===== config.mk =====
export PLATFORM = sky130hd
export DESIGN_NAME = trapezoid_motion_profile_unit
export DESIGN_NICKNAME = d
export VERILOG_FILES = /design/src/rtl/tmp_pkg.sv /design/src/rtl/tmp_csr.sv /design/src/rtl/tmp_force_check.sv /design/src/rtl/tmp_profile_core.sv /design/src/rtl/trapezoid_motion_profile_unit.sv
export SDC_FILE = /design/constraint.sdc
export NUM_CORES = 2
export LEC_CHECK = 0
export ABC_AREA = 1
export CORE_MARGIN = 4
export CORE_UTILIZATION = 40
export DETAILED_ROUTE_END_ITERATION = 8
export DONT_BUFFER_PORTS = 1
export PLACE_DENSITY = 0.56
export SYNTH_ARGS = -nofsm -noshare
export SYNTH_HDL_FRONTEND = slang
export SYNTH_HIERARCHICAL = 1
export SYNTH_SLANG_ARGS = --single-unit

===== constraint.sdc =====
create_clock -name clock -period 11.93 [get_ports clock]
set_input_delay 1.193 -clock clock [delete_from_list [all_inputs] [get_ports clock]]
set_output_delay 1.193 -clock clock [all_outputs]
set_load 0.1 [all_outputs]

===== src/rtl/tmp_pkg.sv =====
package tmp_pkg;

   // fixed widths of the fields
   localparam int unsigned POS_W        = 32;
   localparam int unsigned INC_W        = 31;
   localparam int unsigned FLIM_W       = 15;
   localparam int unsigned WIDE_W       = 34;
   localparam int unsigned FORCE_SLOTS  = 6;
   localparam int unsigned CSR_INDEX_W  = 3;
   localparam int unsigned CSR_DATA_W   = 32;

   // parameter defaults
   localparam int unsigned MAX_STEPS_DEFAULT  = 65535;
   localparam int unsigned FORCE_AXES_DEFAULT = 6;

   // register indexes
   localparam logic [CSR_INDEX_W-1:0] CSR_TRAVEL_DISTANCE = 3'd0;
   localparam logic [CSR_INDEX_W-1:0] CSR_STEP_INCREMENT  = 3'd1;
   localparam logic [CSR_INDEX_W-1:0] CSR_STEP_LIMIT      = 3'd2;
   localparam logic [CSR_INDEX_W-1:0] CSR_FORCE_LIMIT     = 3'd3;
   localparam logic [CSR_INDEX_W-1:0] CSR_FORCE_CHECK_ON  = 3'd4;

   // configuration seen by the datapath
   typedef struct packed {
      logic signed [POS_W-1:0] travel_distance;
      logic [INC_W-1:0]        step_increment;
      logic [INC_W-1:0]        step_limit;
      logic [FLIM_W-1:0]       force_limit;
      logic                    force_check_on;
   } cfg_type;

   // one registered input beat
   typedef struct packed {
      logic                                    func;
      logic signed [POS_W-1:0]                 start_pos;
      logic                                    move_negative;
      logic [FORCE_SLOTS-1:0][POS_W-1:0]       forces;
   } item_type;

   // one result beat
   typedef struct packed {
      logic signed [POS_W-1:0] set_point;
      logic                    point_valid;
      logic                    move_done;
      logic                    force_fault;
      logic                    step_overrun;
   } result_type;

   // sign and zero extension to the wide arithmetic width
   function automatic logic signed [WIDE_W-1:0] sext(input logic signed [POS_W-1:0] v);
      return {{(WIDE_W-POS_W){v[POS_W-1]}}, v};
   endfunction

   function automatic logic signed [WIDE_W-1:0] zext(input logic [INC_W-1:0] v);
      return {{(WIDE_W-INC_W){1'b0}}, v};
   endfunction

   // clamp a wide value into the signed 32-bit range
   function automatic logic signed [POS_W-1:0] sat32(input logic signed [WIDE_W-1:0] v);
      logic signed [POS_W-1:0] r;
      if ((&v[WIDE_W-1:POS_W-1]) || !(|v[WIDE_W-1:POS_W-1])) begin
         r = v[POS_W-1:0];
      end else if (v[WIDE_W-1]) begin
         r = {1'b1, {(POS_W-1){1'b0}}};
      end else begin
         r = {1'b0, {(POS_W-1){1'b1}}};
      end
      return r;
   endfunction

endpackage


===== src/rtl/tmp_csr.sv =====
module tmp_csr
   import tmp_pkg::*;
(
   input  logic                   clock,
   input  logic                   reset,
   input  logic                   csr_valid,
   output logic                   csr_ready,
   input  logic [CSR_INDEX_W-1:0] csr_index,
   input  logic [CSR_DATA_W-1:0]  csr_data,
   output cfg_type                cfg
);

   cfg_type cfg_ff, cfg_in;

   // writes are always taken
   assign csr_ready = 1'b1;
   assign cfg       = cfg_ff;

   // register decode
   always_comb begin
      cfg_in = cfg_ff;
      if (csr_valid) begin
         case (csr_index)
            CSR_TRAVEL_DISTANCE: cfg_in.travel_distance = csr_data;
            CSR_STEP_INCREMENT:  cfg_in.step_increment  = csr_data[INC_W-1:0];
            CSR_STEP_LIMIT:      cfg_in.step_limit      = csr_data[INC_W-1:0];
            CSR_FORCE_LIMIT:     cfg_in.force_limit     = csr_data[FLIM_W-1:0];
            CSR_FORCE_CHECK_ON:  cfg_in.force_check_on  = csr_data[0];
            default:             cfg_in = cfg_ff;
         endcase
      end
   end

   always_ff @(posedge clock) begin
      if (reset) begin
         cfg_ff.travel_distance <= '0;
         cfg_ff.step_increment  <= '0;
         cfg_ff.step_limit      <= '0;
         cfg_ff.force_limit     <= '1;
         cfg_ff.force_check_on  <= 1'b0;
      end else begin
         cfg_ff <= cfg_in;
      end
   end

endmodule


===== src/rtl/tmp_force_check.sv =====
module tmp_force_check
   import tmp_pkg::*;
#(
   parameter int unsigned FORCE_AXES = FORCE_AXES_DEFAULT
)
(
   input  logic [FORCE_SLOTS-1:0][POS_W-1:0] forces,
   input  logic [FLIM_W-1:0]                 force_limit,
   input  logic                              force_check_on,
   output logic                              force_bad
);

   logic [POS_W-1:0]       lim;
   logic [FORCE_SLOTS-1:0] over;

   // limit in Q16.16
   assign lim = {1'b0, force_limit, 16'b0};

   // magnitude of each checked sample against the limit
   always_comb begin
      for (int i = 0; i < FORCE_SLOTS; i++) begin
         logic [POS_W-1:0] mag;
         mag = forces[i][POS_W-1] ? (~forces[i] + 1'b1) : forces[i];
         over[i] = (i < FORCE_AXES) && (mag > lim);
      end
   end

   assign force_bad = force_check_on && (|over);

endmodule


===== src/rtl/tmp_profile_core.sv =====
module tmp_profile_core
   import tmp_pkg::*;
#(
   parameter int unsigned MAX_STEPS = MAX_STEPS_DEFAULT
)
(
   input  logic       clock,
   input  logic       reset,
   input  logic       advance,
   input  item_type   item,
   input  cfg_type    cfg,
   input  logic       force_bad,
   output result_type result
);

   localparam int unsigned COUNT_W = $clog2(MAX_STEPS + 1);

   typedef enum logic [1:0] {
      PH_IDLE,
      PH_ACCEL,
      PH_CRUISE,
      PH_DECEL
   } phase_type;

   phase_type               phase_ff, phase_in;
   logic signed [POS_W-1:0] pos_ff, pos_in;
   logic signed [POS_W-1:0] step_ff, step_in;
   logic signed [POS_W-1:0] origin_ff, origin_in;
   logic signed [POS_W-1:0] target_ff, target_in;
   logic signed [POS_W-1:0] ramp_ff, ramp_in;
   logic                    down_ff, down_in;
   logic [COUNT_W-1:0]      count_ff, count_in;

   logic signed [WIDE_W-1:0] inc_w, lim_w, dist_w, start_w;
   logic                     down_s;
   logic signed [POS_W-1:0]  step_s, step_a, ramp_a, ramp_c, step_c, step_d, step_n;
   logic signed [WIDE_W-1:0] ahead;
   logic                     reached, slow, stop, have;

   assign inc_w   = zext(cfg.step_increment);
   assign lim_w   = zext(cfg.step_limit);
   assign start_w = sext(item.start_pos);

   // start of a move
   assign dist_w = item.move_negative ? -sext(cfg.travel_distance) : sext(cfg.travel_distance);
   assign down_s = dist_w[WIDE_W-1];
   assign step_s = down_s ? sat32(-inc_w) : sat32(inc_w);

   // acceleration step and its end test
   assign step_a  = sat32(down_ff ? sext(step_ff) - inc_w : sext(step_ff) + inc_w);
   assign reached = down_ff ? (-sext(step_a) >= lim_w) : (sext(step_a) >= lim_w);
   assign ramp_a  = sat32(sext(pos_ff) - sext(origin_ff));

   // cruise test, with the ramp just taken when acceleration ends this tick
   assign ramp_c = (phase_ff == PH_ACCEL) ? ramp_a : ramp_ff;
   assign ahead  = sext(pos_ff) + sext(ramp_c);
   assign slow   = down_ff ? (ahead <= sext(target_ff)) : (ahead >= sext(target_ff));

   // deceleration step and its stop test
   assign step_c = (phase_ff == PH_ACCEL) ? step_a : step_ff;
   assign step_d = sat32(down_ff ? sext(step_c) + inc_w : sext(step_c) - inc_w);
   assign stop   = down_ff ? (step_d > 0) : (step_d < 0);

   // next state and result
   always_comb begin
      phase_in  = phase_ff;
      pos_in    = pos_ff;
      step_in   = step_ff;
      origin_in = origin_ff;
      target_in = target_ff;
      ramp_in   = ramp_ff;
      down_in   = down_ff;
      count_in  = count_ff;
      have      = 1'b0;
      step_n    = step_ff;

      result.set_point    = pos_ff;
      result.point_valid  = 1'b0;
      result.move_done    = 1'b1;
      result.force_fault  = 1'b0;
      result.step_overrun = 1'b0;

      if (force_bad) begin
         phase_in           = PH_IDLE;
         result.force_fault = 1'b1;
      end else if (!item.func) begin
         origin_in          = item.start_pos;
         down_in            = down_s;
         target_in          = sat32(start_w + dist_w);
         step_in            = step_s;
         pos_in             = sat32(start_w + sext(step_s));
         ramp_in            = '0;
         phase_in           = PH_ACCEL;
         count_in           = COUNT_W'(1);
         result.set_point   = pos_in;
         result.point_valid = 1'b1;
         result.move_done   = 1'b0;
      end else if (phase_ff != PH_IDLE) begin
         if (phase_ff == PH_ACCEL && !reached) begin
            have   = 1'b1;
            step_n = step_a;
         end else if (phase_ff != PH_DECEL && !slow) begin
            have     = 1'b1;
            step_n   = step_c;
            ramp_in  = ramp_c;
            phase_in = PH_CRUISE;
         end else begin
            step_n   = step_d;
            ramp_in  = ramp_c;
            if (stop) begin
               phase_in = PH_IDLE;
            end else begin
               have     = 1'b1;
               phase_in = PH_DECEL;
            end
         end
         step_in = step_n;

         if (have) begin
            if (count_ff >= COUNT_W'(MAX_STEPS)) begin
               phase_in            = PH_IDLE;
               result.step_overrun = 1'b1;
            end else begin
               count_in           = count_ff + 1'b1;
               pos_in             = sat32(sext(pos_ff) + sext(step_n));
               result.set_point   = pos_in;
               result.point_valid = 1'b1;
               result.move_done   = 1'b0;
            end
         end
      end
   end

   // profile state
   always_ff @(posedge clock) begin
      if (reset) begin
         phase_ff  <= PH_IDLE;
         pos_ff    <= '0;
         step_ff   <= '0;
         origin_ff <= '0;
         target_ff <= '0;
         ramp_ff   <= '0;
         down_ff   <= 1'b0;
         count_ff  <= '0;
      end else if (advance) begin
         phase_ff  <= phase_in;
         pos_ff    <= pos_in;
         step_ff   <= step_in;
         origin_ff <= origin_in;
         target_ff <= target_in;
         ramp_ff   <= ramp_in;
         down_ff   <= down_in;
         count_ff  <= count_in;
      end
   end

endmodule


===== src/rtl/trapezoid_motion_profile_unit.sv =====
// throughput: one item per cycle while rsp_stall is low; each beat passes an input
//   register, a short chain of add, compare and saturate logic, and the result
//   register, which takes a beat only while it is free or emptying
// reset: synchronous, clears both pipeline valid flags, sets the profile idle at
//   position zero and puts every configuration register at its reset value
module trapezoid_motion_profile_unit
   import tmp_pkg::*;
#(
   parameter int unsigned MAX_STEPS  = MAX_STEPS_DEFAULT,
   parameter int unsigned FORCE_AXES = FORCE_AXES_DEFAULT
)
(
   input  logic                    clock,
   input  logic                    reset,

   input  logic                    req_valid,
   output logic                    req_stall,
   input  logic                    req_func,
   input  logic signed [POS_W-1:0] req_start_pos,
   input  logic                    req_move_negative,
   input  logic signed [POS_W-1:0] req_force_a,
   input  logic signed [POS_W-1:0] req_force_b,
   input  logic signed [POS_W-1:0] req_force_c,
   input  logic signed [POS_W-1:0] req_force_d,
   input  logic signed [POS_W-1:0] req_force_e,
   input  logic signed [POS_W-1:0] req_force_f,

   output logic                    rsp_valid,
   input  logic                    rsp_stall,
   output logic signed [POS_W-1:0] rsp_set_point,
   output logic                    rsp_point_valid,
   output logic                    rsp_move_done,
   output logic                    rsp_force_fault,
   output logic                    rsp_step_overrun,

   input  logic                    csr_valid,
   output logic                    csr_ready,
   input  logic [CSR_INDEX_W-1:0]  csr_index,
   input  logic [CSR_DATA_W-1:0]   csr_data
);

   cfg_type    cfg;
   item_type   item_ff, item_in;
   logic       item_valid_ff, item_valid_in;
   result_type result, result_ff;
   logic       rsp_valid_ff, rsp_valid_in;
   logic       req_take, advance, force_bad;

   tmp_csr u_csr (
      .clock     (clock),
      .reset     (reset),
      .csr_valid (csr_valid),
      .csr_ready (csr_ready),
      .csr_index (csr_index),
      .csr_data  (csr_data),
      .cfg       (cfg)
   );

   // handshake: the held beat moves on when the result register is free or emptying
   assign advance   = item_valid_ff && (!rsp_valid_ff || !rsp_stall);
   assign req_stall = item_valid_ff && !advance;
   assign req_take  = req_valid && !req_stall;

   assign item_valid_in = req_take || (item_valid_ff && !advance);
   assign rsp_valid_in  = advance || (rsp_valid_ff && rsp_stall);

   // input beat capture
   always_comb begin
      item_in               = item_ff;
      if (req_take) begin
         item_in.func          = req_func;
         item_in.start_pos     = req_start_pos;
         item_in.move_negative = req_move_negative;
         item_in.forces        = {req_force_f, req_force_e, req_force_d,
                                  req_force_c, req_force_b, req_force_a};
      end
   end

   tmp_force_check #(
      .FORCE_AXES (FORCE_AXES)
   ) u_force_check (
      .forces         (item_ff.forces),
      .force_limit    (cfg.force_limit),
      .force_check_on (cfg.force_check_on),
      .force_bad      (force_bad)
   );

   tmp_profile_core #(
      .MAX_STEPS (MAX_STEPS)
   ) u_profile_core (
      .clock     (clock),
      .reset     (reset),
      .advance   (advance),
      .item      (item_ff),
      .cfg       (cfg),
      .force_bad (force_bad),
      .result    (result)
   );

   // pipeline control
   always_ff @(posedge clock) begin
      if (reset) begin
         item_valid_ff <= 1'b0;
         rsp_valid_ff  <= 1'b0;
      end else begin
         item_valid_ff <= item_valid_in;
         rsp_valid_ff  <= rsp_valid_in;
      end
   end

   // payload registers
   always_ff @(posedge clock) begin
      item_ff <= item_in;
      if (advance) begin
         result_ff <= result;
      end
   end

   assign rsp_valid        = rsp_valid_ff;
   assign rsp_set_point    = result_ff.set_point;
   assign rsp_point_valid  = result_ff.point_valid;
   assign rsp_move_done    = result_ff.move_done;
   assign rsp_force_fault  = result_ff.force_fault;
   assign rsp_step_overrun = result_ff.step_overrun;

endmodule

**Yosys cells after proc, flatten, opt, wreduce, memory -nomap -nowiden**

Index checks and enable logic that the tools add are counted.

- Reductions and logical operators: 58
- Eq/ne operators: 11
- Bitwise operators: 10
- Add/sub/neg operators: 19
- Multiplexer cells: 68
- Shift operators: 0
- $mul: 0
- Div/mod/pow operators: 0
- $lt $le $gt $ge: 13

Operators with widths:

| operator | count |
|---|---|
| $mux 32 | 37 |
| $mux 34 | 8 |
| $add 32x1->32 const B | 6 |
| $gt 32x31->1 | 6 |
| $not 32->32 | 6 |
| $add 32x32->33 | 5 |
| $sub 32x32->33 | 3 |
| $neg 32->34 | 2 |
| $mux 16 | 4 |
| $add 32x34->34 | 1 |
| $ge 34x32->1 | 1 |
| $neg 31->34 | 1 |
| $ge 33x32->1 | 1 |
| $le 33x32->1 | 1 |
| $ge 32x32->1 | 1 |
| $gt 32x1->1 const B | 1 |
| $lt 32x1->1 const B | 1 |
| $reduce_and 3->1 | 9 |
| $reduce_or 3->1 | 7 |
| $add 16x1->16 const B | 1 |
| $ge 16x16->1 const B | 1 |
| $mux 2 | 8 |
| $logic_not 1->1 | 13 |
| $reduce_and 2->1 | 6 |
| other kinds (17) | 49 |

- Word-level logic and storage cells: 208
- ROM bits: 0
- Register bits: 553
- Latch bits: 0
- Memories kept: 0
- Bits in writable memories: 0

**Depth between registers and ports, before layout**

- Depth after elaboration: 28
- Gate-level depth with buffers: 84

**Cells and area by module**

The synthesis kept the hierarchy.

Modules (own cells, without submodules):

| module | seq. area each (sq um) | times used | area an instance (sq um) | cells an instance |
|---|---|---|---|---|
| tmp_profile_core | 3,583.4 | 1 | 28,168.3 | 4,754 |
| trapezoid_motion_profile_unit | 7,907.6 | 1 | 7,958.9 | 274 |
| tmp_force_check | 0.0 | 1 | 7,359.6 | 1,378 |
| tmp_csr | 2,202.1 | 1 | 4,416.7 | 632 |

**Worst setup path after synthesis**

Ideal clock, no wire load.

- Path type: reg-to-reg
- Start point: register u_profile_core.pos_ff[0]
- End point: register result_ff (netlist bit rsp_set_point[13]) (data pin)
- Arrival: 10,931 ps
- Library setup time: 146 ps
- Stages on the path, launching flop included: 75
- Data required time: 11,784 ps
- Period minus slack after synthesis: 11,077 ps
- Slack: 853 ps
- Buffers on the path: 3
- Cell sequence: dfxtp_1 > inv_1 > ha_1 > inv_1 > fa_1 > nand2_1 > nand2_1 > a21oi_1 > o21ai_0 > nand2_1 > a21oi_1 > or2_2 > nand2_1 > o211ai_1 > nand4_1 > nand2_1 > nand4_1 > nand2_1 > [... 39 more ...] > nand3_1 > nand2_1 > nand2_1 > o211ai_1 > nand2_1 > nand2_1 > nand3_1 > nand2_1 > nand2_1 > o211ai_1 > xor2_1 > inv_1 > a21oi_1 > clkbuf_1 > a21oi_1 > nand2_1 > nand2_1 > a21oi_1

RTL lines:

| item | RTL line | text |
|---|---|---|
| start, declared | tmp_profile_core.sv:26 | `logic signed [POS_W-1:0] pos_ff, pos_in;` |
| start signal, assigned | tmp_profile_core.sv:147 | `pos_ff <= pos_in;` |
| end signal, assigned | trapezoid_motion_profile_unit.sv:115 | `result_ff <= result;` |
| end, declared | trapezoid_motion_profile_unit.sv:45 | `result_type result, result_ff;` |

==> metrics list <==
* Status: finished, final reports clean
- Slowest stage cell, crit path: sky130_fd_sc_hd__o21ai_0
- Drt wl/cell: 20.5 um
- Clock tree synthesis selected as its root buffer the cell sky130_fd_sc_hd__clkbuf_16.
- Across all register-to-register paths, the minimum setup slack is 0.75 ns.
- In this run the number of H-tree levels came out at 3.
- For this design the top-level I/O count stands at 305.
- The startpoint identified for the worst register-to-register timing path is u_csr/cfg[47]$_SDFFE_PP0P_.
- The worst path needs 11.18 ns of the cycle, external delays included.
* Most frequently used flop master after synthesis: sky130_fd_sc_hd__dfxtp_1
- Type of origin of the critical path: register
- Rows: roughly 130
* Number of buffers inserted for hold repair after clock tree synthesis: 0
- DIE AREA: 125,000 um^2
- Final weighted congestion in routability-driven placement: 0.995
* Net Count, Synth: 7,732
- The first global-routing pass estimated 272 mm of wire.
- Number of antenna violations at the first check in global routing: 37
- Synthesized area per cell: 6.81 um^2
- Remaining design rule violation count: 0
- CP Data Required Time: 12.36 ns
* Number of CTS-inserted buffers: 69
- Type of the worst setup path: reg2reg
- The die is approximately 350 um tall.
- Fraction of layout cells with a size suffix above 1: 0.103
- For this run, the number of standard cells in the final layout without fillers is 8,975.
- Final hold slack: 0.456 ns
- Post-detailed-placement half-perimeter wirelength: 149 mm
* Endpoint class of the critical path: register
- Counting along the longest clock path gives a buffer depth of 3.
- Final-report max-slew violation count: 0
* Routed via count divided by cell count: approximately 5.4
- Largest net degree at the start of global routing: 114
- In the synthesized netlist the async set-or-reset flop fraction comes to 0.
- The total overflow left after global routing is 0.
- The synthesized netlist contains 72 unique library cells.
- Cell count after placement: 8,819
- Count of clock tree sinks: 553
- Core outline area: approximately 120,000 um^2
- Delay contributed by the slowest stage of the critical path: between 0.4 and 0.5 ns
- Pwr per Cell Area: 361 nW/um^2
- After filler insertion, the fill cell instance count of the layout stands at 12,400.
- Post-Syn Instances: 7,038
- The final layout contains routed wiring with a total length of 184 mm.
- The detailed router finished its first iteration with 4,402 violations.
- The clock arrives with 0.0488 ns of skew.
- Count of buffers inserted at the top-level ports: 0
- The first detailed-routing pass took 8 iterations.
- From synthesis to final layout, the design area changed by 13.7%.
- Maximum resistive drop on vdd: 374 uV
- The number of global-route vias before repair was 44,900.
- In this run the worst setup path begins at u_csr/cfg[47]$_SDFFE_PP0P_.
- Data arrives at the worst endpoint at 11.61 ns.
- For this design the static power due to leakage is 25.8 nW.
- Count of state elements after synthesis: 553
- Overall Global Routing Usage: 0.282
* Count of max-cap constraint violations: 0
- For the pin with the worst max-slew slack, the measured transition is 1.24 ns.
- Number of synthesized flops with an enable pin: around 260
- Summed over all failing endpoints, the final setup total negative slack is 0 ns.
* Total vias in the final route: 48,100
* Crit path capture: rsp_set_point[25]$_DFFE_PP_
- The initial utilization of the core area, before any placement, comes to 0.404.
- After clock tree synthesis, the clock-pin slew on the worst setup and hold paths is 0.06 ns.
- The worst register-to-register path ends at rsp_set_point[25]$_DFFE_PP_.
- Overall die width: 354 um
- Most Frequent Cell on Critical Path: sky130_fd_sc_hd__nand2_1
* Remaining max-slew budget at the tightest pin: 0.173
* Worst-skew pair later-pin latency: 0.70 ns
- Share of the cycle needed by the critical path after routing: 0.937
* Final setup violating endpoints: 0
- R2R depth: 68
- Synthesized cell area: roughly 48,000 um^2
* Maximum clock rate: 0.0894 GHz
* Number of nets in the layout: around 8,000
- Final number of hold-violating endpoints: 0
- Antenna Violating Nets Remaining: 0
- Worst hold path type: reg2reg
- Number of warnings printed during yosys synthesis: 6
- Of all nets on the critical path, the largest fanout is 18.
* Clock tree from TritonCTS: done
- Share of synthesized area occupied by flip-flops and latches: 0.286
==> synthesized netlist by cell type, types with 22 or more instances <==
| master | count | share of area |
|---|---|---|
| sky130_fd_sc_hd__nand3_1 | 465 | 0.049 |
| sky130_fd_sc_hd__buf_4 | 32 | 0.0050 |
| sky130_fd_sc_hd__xnor2_1 | 122 | 0.022 |
| sky130_fd_sc_hd__o21ai_1 | 37 | 0.0039 |
| sky130_fd_sc_hd__o211ai_1 | 43 | 0.0067 |
| sky130_fd_sc_hd__buf_2 | 47 | 0.0049 |
| sky130_fd_sc_hd__inv_1 | 820 | 0.064 |
| sky130_fd_sc_hd__edfxtp_1 | 262 | 0.16 |
| sky130_fd_sc_hd__nand2_1 | 1727 | 0.14 |
| sky130_fd_sc_hd__nor4_1 | 30 | 0.0039 |
| sky130_fd_sc_hd__xor2_1 | 238 | 0.044 |
| sky130_fd_sc_hd__nor3_1 | 83 | 0.0087 |
| sky130_fd_sc_hd__ha_1 | 421 | 0.11 |
| sky130_fd_sc_hd__nand3_2 | 27 | 0.0056 |
| sky130_fd_sc_hd__a21oi_1 | 629 | 0.066 |
| sky130_fd_sc_hd__clkbuf_1 | 112 | 0.0088 |
| sky130_fd_sc_hd__nand2_2 | 32 | 0.0042 |
| sky130_fd_sc_hd__nand4_1 | 75 | 0.0098 |
| sky130_fd_sc_hd__nor2_2 | 41 | 0.0054 |
| sky130_fd_sc_hd__dfxtp_1 | 291 | 0.12 |
| sky130_fd_sc_hd__a31oi_1 | 40 | 0.0052 |
| sky130_fd_sc_hd__nor2_1 | 795 | 0.062 |
| sky130_fd_sc_hd__or2_2 | 22 | 0.0029 |
| sky130_fd_sc_hd__o21bai_1 | 23 | 0.0036 |
| sky130_fd_sc_hd__o21ai_0 | 371 | 0.039 |
==> registers in the layout, summed over array words and instances, names as in the netlist <==
name	cells
u_csr/cfg	110
rsp_set_point	32
rsp_step_overrun	1
rsp_force_fault	1
u_profile_core/count_ff	16
rsp_point_valid	1
u_profile_core/target_ff	32
u_profile_core/down_ff	1
u_profile_core/pos_ff	32
u_profile_core/ramp_ff	32
rsp_valid	1
u_profile_core/phase_ff	2
u_profile_core/origin_ff	32
rsp_move_done	1
item_ff	226
item_valid_ff	1
u_profile_core/step_ff	32
==> critical path: cells and delay by family (launching register included) <==
family	cells	cell delay (ns)
and+or+nand+nor	33	3.88
xor gates and xnor gates	3	0.51
buffers and inverters	13	1.83
AOI/OAI and AO/OA	15	2.79
DFF	1	0.32
adders and majority gates	4	1.53
==> cell usage in the layout, fill, tap and decap left out, drive strengths merged, types with 122 or more instances in the layout <==
master	instances
inv	847
nand3	493
edfxtp	262
buf	405
nor2	846
a21oi	634
o21ai	418
dfxtp	291
nand2	1766
xnor2	122
ha	421
xor2	238
==> repair_timing <==
| action | 4_1_cts | 5_1_grt |
|---|---|---|
| gates cloned | 0 | 2 |
| pin swaps | 0 | 10 |
| resized for setup | 8 | 88 |
| setup buffers | 3 | 9 |
| endpoints found under the setup margin | 60 | 64 |
| endpoints found under the hold margin | 0 | 0 |
==> how the worst min path moves through the flow <==
stage,startpoint,end,depth (start not counted)
global placement,u_csr/cfg[10]$_SDFFE_PP1P_,u_csr/cfg[10]$_SDFFE_PP1P_,2
finish,u_csr/cfg[9]$_SDFFE_PP1P_,u_csr/cfg[9]$_SDFFE_PP1P_,2
global route,u_profile_core/ramp_ff[28]$_SDFFE_PP0P_,u_profile_core/ramp_ff[28]$_SDFFE_PP0P_,2
detailed placement,u_csr/cfg[5]$_SDFFE_PP1P_,u_csr/cfg[5]$_SDFFE_PP1P_,2
floorplan,u_csr/cfg[10]$_SDFFE_PP1P_,u_csr/cfg[10]$_SDFFE_PP1P_,2
CTS,u_profile_core/ramp_ff[29]$_SDFFE_PP0P_,u_profile_core/ramp_ff[29]$_SDFFE_PP0P_,2
==> per-stage QoR <==
step           cell area [um^2]  power (mW)  setup WS, ns  utilization
5_1_grt                   54400        21.0      -0.00517        0.459
3_3_place_gp              51900        16.9        0.0683        0.438
6_report                  54500        19.7         0.750        0.459
4_1_cts                   54100        19.2        0.0539        0.456
3_5_place_dp              51900        17.0        -0.250        0.438
2_1_floorplan             47900        10.7         0.853            -
==> metal layers <==
layer | vias to the layer above | wire length (um) | global-route usage
met4 | 36 | 8270 | 0.122
li1 | 23800 | - | -
met1 | 22100 | 78500 | 0.361
met5 | - | 262 | 0
met2 | 1773 | 83100 | 0.458
met3 | 382 | 13800 | 0.0587
==> power breakdown <==
group          switching (mW)  internal (mW)  total, mW
Clock                   0.905           1.17       2.07
Sequential              0.463           2.22       2.69
Combinational            9.03           5.90       14.9
==> cell type report <==
class / count / area [um^2] / share of cell area
diodes: 15 / 37.5 / 0.000689
multi-input cells: 5429 / 30200 / 0.554
clock inverters: 38 / 339 / 0.00622
repair buffers: 406 / 3160 / 0.0580
well taps: 1600 / 2000 / 0.0368
flip-flops and latches: 553 / 13700 / 0.251
inverters: 844 / 3190 / 0.0585
clock buffers: 89 / 1860 / 0.0342
repair inverters: 1 / 7.51 / 0.000138
==> cell families (layout without fill, tap and decap cells) <==
family | Yosys count | after routing | synth area share
other | 1 | 16 | 0.0000783
AO/OA/AOI/OAI | 1269 | 1269 | 0.146
adder cells (fa/ha/maj) | 428 | 428 | 0.113
AND/OR/NAND/NOR | 3371 | 3371 | 0.300
buffers and inverters | 1056 | 1378 | 0.0892
flip-flops | 553 | 553 | 0.286
XOR/XNOR | 360 | 360 | 0.0658
Note: power is estimated with default switching activity, not from simulation.
